<file path="config.mk">
export PLATFORM = sky130hd
export DESIGN_NAME = mandelbrot_escape_count
export DESIGN_NICKNAME = d
export VERILOG_FILES = /design/src/mbe_pkg.sv /design/src/mandelbrot_escape_count.sv
export SDC_FILE = /design/constraint.sdc
export NUM_CORES = 2
export LEC_CHECK = 0
export ABC_CLOCK_PERIOD_IN_PS = 12300
export BUFFER_PORTS_ARGS = -buffer_cell sky130_fd_sc_hd__buf_2
export CAP_MARGIN = 20
export CELL_PAD_IN_SITES_DETAIL_PLACEMENT = 0
export CELL_PAD_IN_SITES_GLOBAL_PLACEMENT = 1
export CORE_MARGIN = 2
export CORE_UTILIZATION = 40
export DETAILED_ROUTE_END_ITERATION = 6
export PLACE_DENSITY = 0.68
export REMOVE_ABC_BUFFERS = 1
export SLEW_MARGIN = 20
export SYNTH_ARGS = -nofsm -noshare
export SYNTH_HDL_FRONTEND = slang
export SYNTH_SLANG_ARGS = --single-unit
export TNS_END_PERCENT = 5
</file>
<file path="constraint.sdc">
create_clock -name clk -period 12.3 [get_ports clk]
set_clock_uncertainty 0.15 [all_clocks]
set_input_delay 1.23 -clock clk [delete_from_list [all_inputs] [get_ports clk]]
set_output_delay 1.23 -clock clk [all_outputs]
set_load 0.02 [all_outputs]
</file>
<file path="src/mbe_pkg.sv">
// Shared types and constants for the Mandelbrot escape-time counter.
// No dependencies; imported by mandelbrot_escape_count.
package mbe_pkg;

  localparam int C_W           = 32;
  localparam int Z_W           = 36;
  localparam int COUNT_W       = 12;
  localparam int LIMIT_W       = 12;
  localparam int FRAC_BITS_DEF = 28;

  localparam logic [LIMIT_W-1:0] LIMIT_RESET = LIMIT_W'(256);

  typedef struct packed {
    logic signed [C_W-1:0] c_real;
    logic signed [C_W-1:0] c_imag;
  } point_t;

  typedef struct packed {
    logic [COUNT_W-1:0] iter_count;
    logic               escaped;
  } result_t;

  typedef enum logic [5:0] {
    S_IDLE   = 6'b000001,
    S_SQR_RE = 6'b000010,
    S_SQR_IM = 6'b000100,
    S_CROSS  = 6'b001000,
    S_UPDATE = 6'b010000,
    S_DONE   = 6'b100000
  } state_t;

endpackage

</file>
<file path="src/mandelbrot_escape_count.sv">
// Mandelbrot escape-time counter: iterates z = z*z + c on one shared multiplier.
// Depends on mbe_pkg for the beat types, widths and sequencer states.
//
//   channel  direction  handshake        beat
//   in       input      in_valid/stall   point_t  (c_real, c_imag)
//   out      output     out_valid/stall  result_t (iter_count, escaped)
//   cfg      input      cfg_valid/ready  iteration_limit
//
// Each iteration forms three products through the one signed multiplier, in
// S_SQR_RE, S_SQR_IM and S_CROSS, then updates z in S_UPDATE. A point stops in
// S_CROSS when |z|^2 reaches 4.0 or the limit is met, or in S_SQR_RE when one
// component alone reaches 2.0; S_DONE loads its result and returns to S_IDLE.
// A result still held by out_stall keeps the sequencer waiting in its last state.
// Reset is synchronous and restores an iteration limit of 256.
// in_stall is high from the accepted beat until its result is loaded.
module mandelbrot_escape_count
  import mbe_pkg::*;
#(
  parameter int FRAC_BITS = FRAC_BITS_DEF
) (
  input  logic               clk,
  input  logic               rst,
  input  logic               in_valid,
  output logic               in_stall,
  input  point_t             in_data,
  output logic               out_valid,
  input  logic               out_stall,
  output result_t            out_data,
  input  logic               cfg_valid,
  output logic               cfg_ready,
  input  logic [LIMIT_W-1:0] cfg_data
);

  localparam int OPW  = FRAC_BITS + 2;
  localparam int PW   = 2 * OPW;
  localparam int EXTW = LIMIT_W + COUNT_W;

  localparam logic signed [Z_W-1:0] TWO  = Z_W'(2) <<< FRAC_BITS;
  localparam logic signed [Z_W-1:0] MTWO = -TWO;
  localparam logic signed [PW:0]    FOUR = (PW + 1)'(1) <<< (2 * FRAC_BITS + 2);
  localparam logic [COUNT_W-1:0]    CNT_MAX = '1;

  state_t                    state;
  logic [LIMIT_W-1:0]        iteration_limit;
  logic signed [C_W-1:0]     c_re;
  logic signed [C_W-1:0]     c_im;
  logic signed [Z_W-1:0]     zr;
  logic signed [Z_W-1:0]     zi;
  logic [COUNT_W-1:0]        count;
  logic                      esc;
  logic signed [PW-1:0]      sr;
  logic signed [PW-1:0]      si;
  logic signed [PW-1:0]      pri;

  logic signed [OPW-1:0]     op_a;
  logic signed [OPW-1:0]     op_b;
  logic signed [PW-1:0]      prod;
  logic signed [PW:0]        mag_sum;
  logic signed [PW:0]        diff;
  logic signed [PW:0]        cross2;
  logic signed [Z_W-1:0]     zr_next;
  logic signed [Z_W-1:0]     zi_next;
  logic [COUNT_W-1:0]        lim_eff;
  logic                      comp_big;
  logic                      stepped;

  always_comb begin
    unique case (state)
      S_SQR_RE: begin
        op_a = OPW'(zr);
        op_b = OPW'(zr);
      end
      S_SQR_IM: begin
        op_a = OPW'(zi);
        op_b = OPW'(zi);
      end
      default: begin
        op_a = OPW'(zr);
        op_b = OPW'(zi);
      end
    endcase
  end

  assign prod    = PW'(op_a) * PW'(op_b);
  assign mag_sum = (PW + 1)'(sr) + (PW + 1)'(si);
  assign diff    = (PW + 1)'(sr) - (PW + 1)'(si);
  assign cross2  = (PW + 1)'(pri) <<< 1;
  assign zr_next = Z_W'(diff >>> FRAC_BITS) + Z_W'(c_re);
  assign zi_next = Z_W'(cross2 >>> FRAC_BITS) + Z_W'(c_im);

  assign comp_big = (zr >= TWO) || (zr <= MTWO) || (zi >= TWO) || (zi <= MTWO);
  assign stepped  = (count != '0);
  assign lim_eff  = (EXTW'(iteration_limit) > EXTW'(CNT_MAX)) ? CNT_MAX
                                                               : COUNT_W'(iteration_limit);

  assign in_stall  = (state != S_IDLE);
  assign cfg_ready = 1'b1;

  always_ff @(posedge clk) begin
    if (rst) begin
      state           <= S_IDLE;
      out_valid       <= 1'b0;
      iteration_limit <= LIMIT_RESET;
      zr              <= '0;
      zi              <= '0;
      count           <= '0;
      esc             <= 1'b0;
    end else begin
      if (cfg_valid) begin
        iteration_limit <= cfg_data;
      end
      if (out_valid && !out_stall && (state != S_DONE)) begin
        out_valid <= 1'b0;
      end
      unique case (state)
        S_IDLE: begin
          if (in_valid) begin
            c_re  <= in_data.c_real;
            c_im  <= in_data.c_imag;
            zr    <= '0;
            zi    <= '0;
            count <= '0;
            esc   <= 1'b0;
            state <= S_SQR_RE;
          end
        end
        S_SQR_RE: begin
          if (stepped && comp_big) begin
            esc   <= 1'b1;
            state <= S_DONE;
          end else begin
            sr    <= prod;
            state <= S_SQR_IM;
          end
        end
        S_SQR_IM: begin
          si    <= prod;
          state <= S_CROSS;
        end
        S_CROSS: begin
          pri <= prod;
          if (stepped && (mag_sum >= FOUR)) begin
            esc   <= 1'b1;
            state <= S_DONE;
          end else if (stepped && (count >= lim_eff)) begin
            state <= S_DONE;
          end else begin
            state <= S_UPDATE;
          end
        end
        S_UPDATE: begin
          zr    <= zr_next;
          zi    <= zi_next;
          count <= count + COUNT_W'(1);
          state <= S_SQR_RE;
        end
        S_DONE: begin
          if (!out_valid || !out_stall) begin
            out_data.iter_count <= count;
            out_data.escaped    <= esc;
            out_valid           <= 1'b1;
            state               <= S_IDLE;
          end
        end
        default: begin
          state <= S_IDLE;
        end
      endcase
    end
  end

  // A point that did not escape ran exactly to the effective limit, or one step when that limit is zero.
  assert property (@(posedge clk) disable iff (rst)
    (out_valid && !out_data.escaped) |->
      ((out_data.iter_count == lim_eff) ||
       ((lim_eff == '0) && (out_data.iter_count == COUNT_W'(1)))))
    else $error("non-escaped count differs from the iteration limit");

  // No result exceeds the limit but a one-step result, and every result counts at least one step.
  assert property (@(posedge clk) disable iff (rst)
    out_valid |-> ((out_data.iter_count != '0) &&
                   ((out_data.iter_count <= lim_eff) ||
                    (out_data.iter_count == COUNT_W'(1)))))
    else $error("result count outside one to the limit");

  // An accepted beat restarts the sequencer from z = 0.
  assert property (@(posedge clk) disable iff (rst)
    (in_valid && !in_stall) |=>
      ((state == S_SQR_RE) && (count == '0) && (zr == '0) && (zi == '0)))
    else $error("accepted beat did not restart the iteration");

endmodule
</file>
; Word level (Yosys, flattened, before mapping)
; Index checks and enable logic that the tools add are counted.
[totals]
reg_bits = 361
output_inout_bits = 16
inputBits = 81
wordCells = 82
[op_classes]
bitwise_logic = 2
eq_ne = 12
add_sub_neg = 5
n_mux = 20
reduce_logical = 22
multipliers = 1
n_lt_le_gt_ge = 6
[ops]
columns = operator, count
row1 = case mux 36 bit (2 select lines), 2
row2 = "greater-or-equal comparator 36 x 31 -> 1 bit, second input constant", 2
row3 = "<= comparator 36 x 30 -> 1 bit, second input constant", 2
row4 = adder 33 x 32 -> 34 bit, 2
row5 = adder 60 x 60 -> 61 bit, 1
row6 = "greater-or-equal comparator 61 x 60 -> 1 bit, second input constant", 1
row7 = subtractor 60 x 60 -> 61 bit, 1
row8 = multiplier 30 x 30 -> 60 bit, 1
row9 = 2-to-1 mux 30 bit, 2
row10 = 2-to-1 mux 36 bit, 1
row11 = case mux 6 bit (6 select lines), 1
row12 = 2-to-1 mux 6 bit, 5
row13 = case mux 12 bit (2 select lines), 1
row14 = "adder 12 x 1 -> 12 bit, second input constant", 1
row15 = greater-or-equal comparator 12 bit, 1
row16 = 2-to-1 mux 12 bit, 1
row17 = nonzero test 12 bit, 1
row18 = AND reduction 3 bit, 3
row19 = "inequality test 2 bit, second input constant", 4
row20 = AND reduction 2 bit, 4
row21 = "equality test 6 x 1 -> 1 bit, second input constant", 1
row22 = "equality test 6 x 2 -> 1 bit, second input constant", 1
row23 = "equality test 6 x 3 -> 1 bit, second input constant", 1
row24 = "equality test 6 x 4 -> 1 bit, second input constant", 1
row25 = 13 further kinds, 27

; Depth between registers and ports, before layout
[logic_depth]
word_depth = 7
ltp_mapped = 33
depth_no_buf = 30

; Worst setup path before layout
; Ideal clock, no wire load.
[synth_path]
kind = reg2reg
from = register state[4]
to = register pri[59], data pin
n_path_buf = 3
synth_period_minus_slack_ns = 9.071
t_arrival_ns = 8.653
required_time_ns = 11.882
stages_incl_launch_ff = 30
setup_slack_ns = 3.229
cell_sequence = dfxtp_1 > nor4_1 > nand3b_1 > clkbuf_1 > buf_1 > mux2i_1 > clkbuf_1 > nor2_1 > fa_1 > inv_1 > fa_1 > inv_1 > fa_1 > inv_1 > fa_1 > inv_1 > fa_1 > fa_1 > inv_1 > fa_1 > inv_1 > fa_1 > ha_1 > and3_1 > a21boi_0 > o311ai_2 > a2111o_1 > a31oi_2 > o21ai_1 > xnor2_1
[synth_between]
elab_chain_cells = 3
[synth_lines]
columns = item, line_no
row1 = "start, declared", mandelbrot_escape_count.sv:43  ; state_t state;
row2 = "start signal, assigned", mandelbrot_escape_count.sv:101  ; state <= S_IDLE;
row3 = "start signal, assigned", mandelbrot_escape_count.sv:124  ; state <= S_SQR_RE;
row4 = "start signal, assigned", mandelbrot_escape_count.sv:130  ; state <= S_DONE;
row5 = equality test 6 x 3 -> 1 bit / equality test 6 x 2 -> 1 bit (equally long branches), mandelbrot_escape_count.sv:68  ; unique case (state)
row6 = 2-to-1 mux 30 bit, mandelbrot_escape_count.sv:68
row7 = multiplier 30 x 30 -> 60 bit *, mandelbrot_escape_count.sv:84  ; assign prod = PW'(op_a) * PW'(op_b);
row8 = via prod[59], mandelbrot_escape_count.sv:57  ; logic signed [PW-1:0] prod;
row9 = "end signal, assigned", mandelbrot_escape_count.sv:141  ; pri <= prod;
row10 = "end, declared", mandelbrot_escape_count.sv:53  ; logic signed [PW-1:0] pri;
; Mark *: on every way through the listed nets, which the timed path passes. The rest lies on a longest branch.
; A chain may end at the register's enable or synchronous reset.

; Worst setup path in the final report
[layout_path]
from = register state[2]
to = register sr[59], data pin
[layout_between]
elab_chain_cells = 3
[layout_lines]
columns = item, line_no
row1 = equality test 6 x 3 -> 1 bit / equality test 6 x 2 -> 1 bit (equally long branches), mandelbrot_escape_count.sv:68
row2 = 2-to-1 mux 30 bit, mandelbrot_escape_count.sv:68
row3 = multiplier 30 x 30 -> 60 bit *, mandelbrot_escape_count.sv:84
row4 = via prod[59], mandelbrot_escape_count.sv:57
row5 = "end signal, assigned", mandelbrot_escape_count.sv:132  ; sr <= prod;
row6 = "end, declared", mandelbrot_escape_count.sv:51  ; logic signed [PW-1:0] sr;
; Marked as above.

==> impl_metrics.env <==
export IMPL_drc=0
export IMPL_avgViaCountPerCell=5.39
export IMPL_clkTransAtPathRegs_ns=0.07
export IMPL_hold_end="out_data[0]"
export IMPL_fin_area_um2=55100
export IMPL_synth_area_um2=51300
export IMPL_gp_congestion=0.935
export IMPL_post_cts_resized=0
export IMPL_vias=38300
export IMPL_synth_simple_area_share_pct=12.4
export IMPL_layout_common_cells="1,104 x inv_1, 961 x fa_1, 592 x nor2_1, 562 x nand2_1, 374 x ha_1"
export IMPL_max_vdd_ir_drop_v=0.0000836
export IMPL_cts_sinks=330
export IMPL_slew_headroom_pct=19.9
export IMPL_cts_buffer_depth=3
export IMPL_rr_worst_depth=29
export IMPL_antenna_found_initial=4
export IMPL_grt_overflow_total=0
export IMPL_ys_async_sr_fraction_pct=0
export IMPL_die_w_um=362
export IMPL_firstDrtPassIters=5
export IMPL_syn2layout_area_growth_pct=7.45
export IMPL_die_area_um2=131000
export IMPL_cp_arrival_ns=11.24
export IMPL_fin_cells=7115
export IMPL_first_iter_violations=3311
export IMPL_fmax_mhz=90.2
export IMPL_ios=97
export IMPL_synth_compound_area_share_pct=8.89
export IMPL_whs_path_depth=0
export IMPL_synthAdderAreaFrac_pct=46.7
export IMPL_critical_path_slowest_cell="a311oi_1"
export IMPL_post_synth_inst_count=5421
export IMPL_place_inst=7048
export IMPL_cts_setup_buffers=0
export IMPL_critPathLaunch="state[2]"
export IMPL_nets=6840
export IMPL_synthMuxAreaShare_pct=2.49
export IMPL_path_class="flop to flop"
export IMPL_post_place_ws_ns=1.34
export IMPL_synth_main_ff_cell="edfxtp_1"
export IMPL_die_h_um=362
export IMPL_path_max_fanout=38
export IMPL_synth_xor_area_share_pct=2.56
export IMPL_ys_warn_count=0
export IMPL_cts_hold_fix_buffers=0
export IMPL_h_tree_depth=2
export IMPL_cts_root_buf="clkbuf_16"
export IMPL_hold_class="flop to flop"
export IMPL_synth_edf_count=230
export IMPL_p_per_area_nw_per_um2=45.2
export IMPL_routed_wl_mm=168
export IMPL_finalWorstSetupSlack_ns=1.21
export IMPL_grt_pass1_vias=40000
export IMPL_tns_ns=0
export IMPL_worst_pin_slew_ns=1.18
export IMPL_fin_crit_sh_pct=90.2
export IMPL_synth_top_family_by_area="adder cells"
export IMPL_final_common_cell="inv_1"
export IMPL_dp_hpwl_mm=131
export IMPL_fin_hold_ws_ns=0.329
export IMPL_hold_violations=0
export IMPL_place_area_um2=53800
export IMPL_drive_gt1_share_pct=6.77
export IMPL_grt_max_degree=64
export IMPL_start_kind="flop"
export IMPL_max_stage_delay_ns=0.85
export IMPL_worstReg2RegStart="state[2]"
export IMPL_syn_mean_instance_area_um2=9.46
export IMPL_crit_path_frequent_cell="fa_1"
export IMPL_placementRows=131
export IMPL_rsz0062_at_grt="false"
export IMPL_numCtsBuffers=36
export IMPL_yosysSeqAreaShare_pct=17.4
export IMPL_wl_per_cell_um=23.5
export IMPL_critPathRequiredTime_ns=12.44
export IMPL_r2r_end="sr[59]"
export IMPL_finalCriticalPeriod_ns=11.09
export IMPL_clk_insertion_delay_late_ns=0.58
export IMPL_leakage_nw=26.2
export IMPL_grt_use_total_pct=25.9
export IMPL_r2r_slack_ns=1.21
export IMPL_portBuffers=95
export IMPL_worst_setup_path_end_kind="flop"
export IMPL_max_cap_violations=0
export IMPL_ant_nets=0
export IMPL_status="completed"
export IMPL_grt_pass1_wl_mm=254
export IMPL_hp_start="esc"
export IMPL_cts_tree="yes"
export IMPL_start_util_pct=40.2
export IMPL_ys_seq_elements=330
export IMPL_utilization_pct=43.2
export IMPL_report_power_total_mw=2.49
export IMPL_setup_viol=0
export IMPL_core_um2=127000
export IMPL_synth_cell_types=98
export IMPL_final_max_slew_viol_count=0
layer usage:
layer	GRT usage, %	vias to the layer above	share of wire [%]
li1	-	17000	-
met1	36.8	19600	44
met2	39.8	1458	44
met3	4.15	267	7.9
met4	9.93	4	4.4
met5	0.666	-	0.063
report_power, final:
part	switching [mW]	internal [mW]	total, mW
logic	0.100	0.0615	0.162
clock network	0.484	0.637	1.12
registers	0.0114	1.19	1.21
total	0.596	1.89	2.49
worst max path at each step:
stage | slack [ns] | depth (start not counted) | end
4_1_cts | 1.28 | 27 | sr[59]
3_5_place_dp | 1.34 | 27 | si[59]
6_report | 1.21 | 29 | sr[59]
2_1_floorplan | 1.33 | 27 | pri[59]
3_3_place_gp | 1.27 | 26 | si[59]
5_1_grt | 1.0 | 27 | pri[57]
cells in the mapped netlist (all sizes together), types with 53 or more instances:
library cell | n | area share [%]
inv | 1104 | 8.1
fa | 961 | 38
nor2 | 596 | 4.4
nand2 | 563 | 4.1
ha | 374 | 9.1
edfxtp | 230 | 13
a21oi | 225 | 2.2
clkbuf | 176 | 1.3
o21ai | 119 | 1.2
xnor2 | 101 | 1.7
dfxtp | 100 | 3.9
a21o | 84 | 1.2
mux2i | 68 | 1.3
nand3 | 64 | 0.62
mux2 | 53 | 1.2
flip-flops by register name, indices dropped and copies added, names as in the netlist:
register and flops:
si 60, pri 33, c_re 32, iteration_limit 12
state 6, zi 34, count 12, out_valid 1
sr 60, c_im 32, out_data 13, zr 34
esc 1
cell families after synthesis:
group / Yosys count
simple gates: 1479
fa+ha+maj: 1335
buf+inv: 1311
compound gates: 694
flops: 330
xor+xnor: 150
mux: 121
other cells: 1
final cells by class:
| cell class | count | area, µm² |
|---|---|---|
| fill | 12500 | 72300 |
| tap | 1662 | 2080 |
| inverter | 1105 | 4150 |
| sequential | 330 | 8910 |
| multi-input combinational | 3780 | 37600 |
| clock buffer | 41 | 962 |
| clock inverter | 24 | 258 |
| antenna | 2 | 5.00 |
| timing repair buffer | 171 | 1090 |
worst max-delay path, delay by kind of cell, from the launching register on:
| family | cells | cell delay, ns |
|---|---|---|
| buffers and inverters | 6 | 1.52 |
| AND/OR/NAND/NOR | 6 | 2.04 |
| multiplexers | 1 | 0.19 |
| XOR/XNOR | 1 | 0.12 |
| adder cells (fa/ha/maj) | 9 | 4.27 |
| AO/OA/AOI/OAI | 6 | 2.14 |
| flip-flops | 1 | 0.33 |
Power figures use the tool's default switching activity.
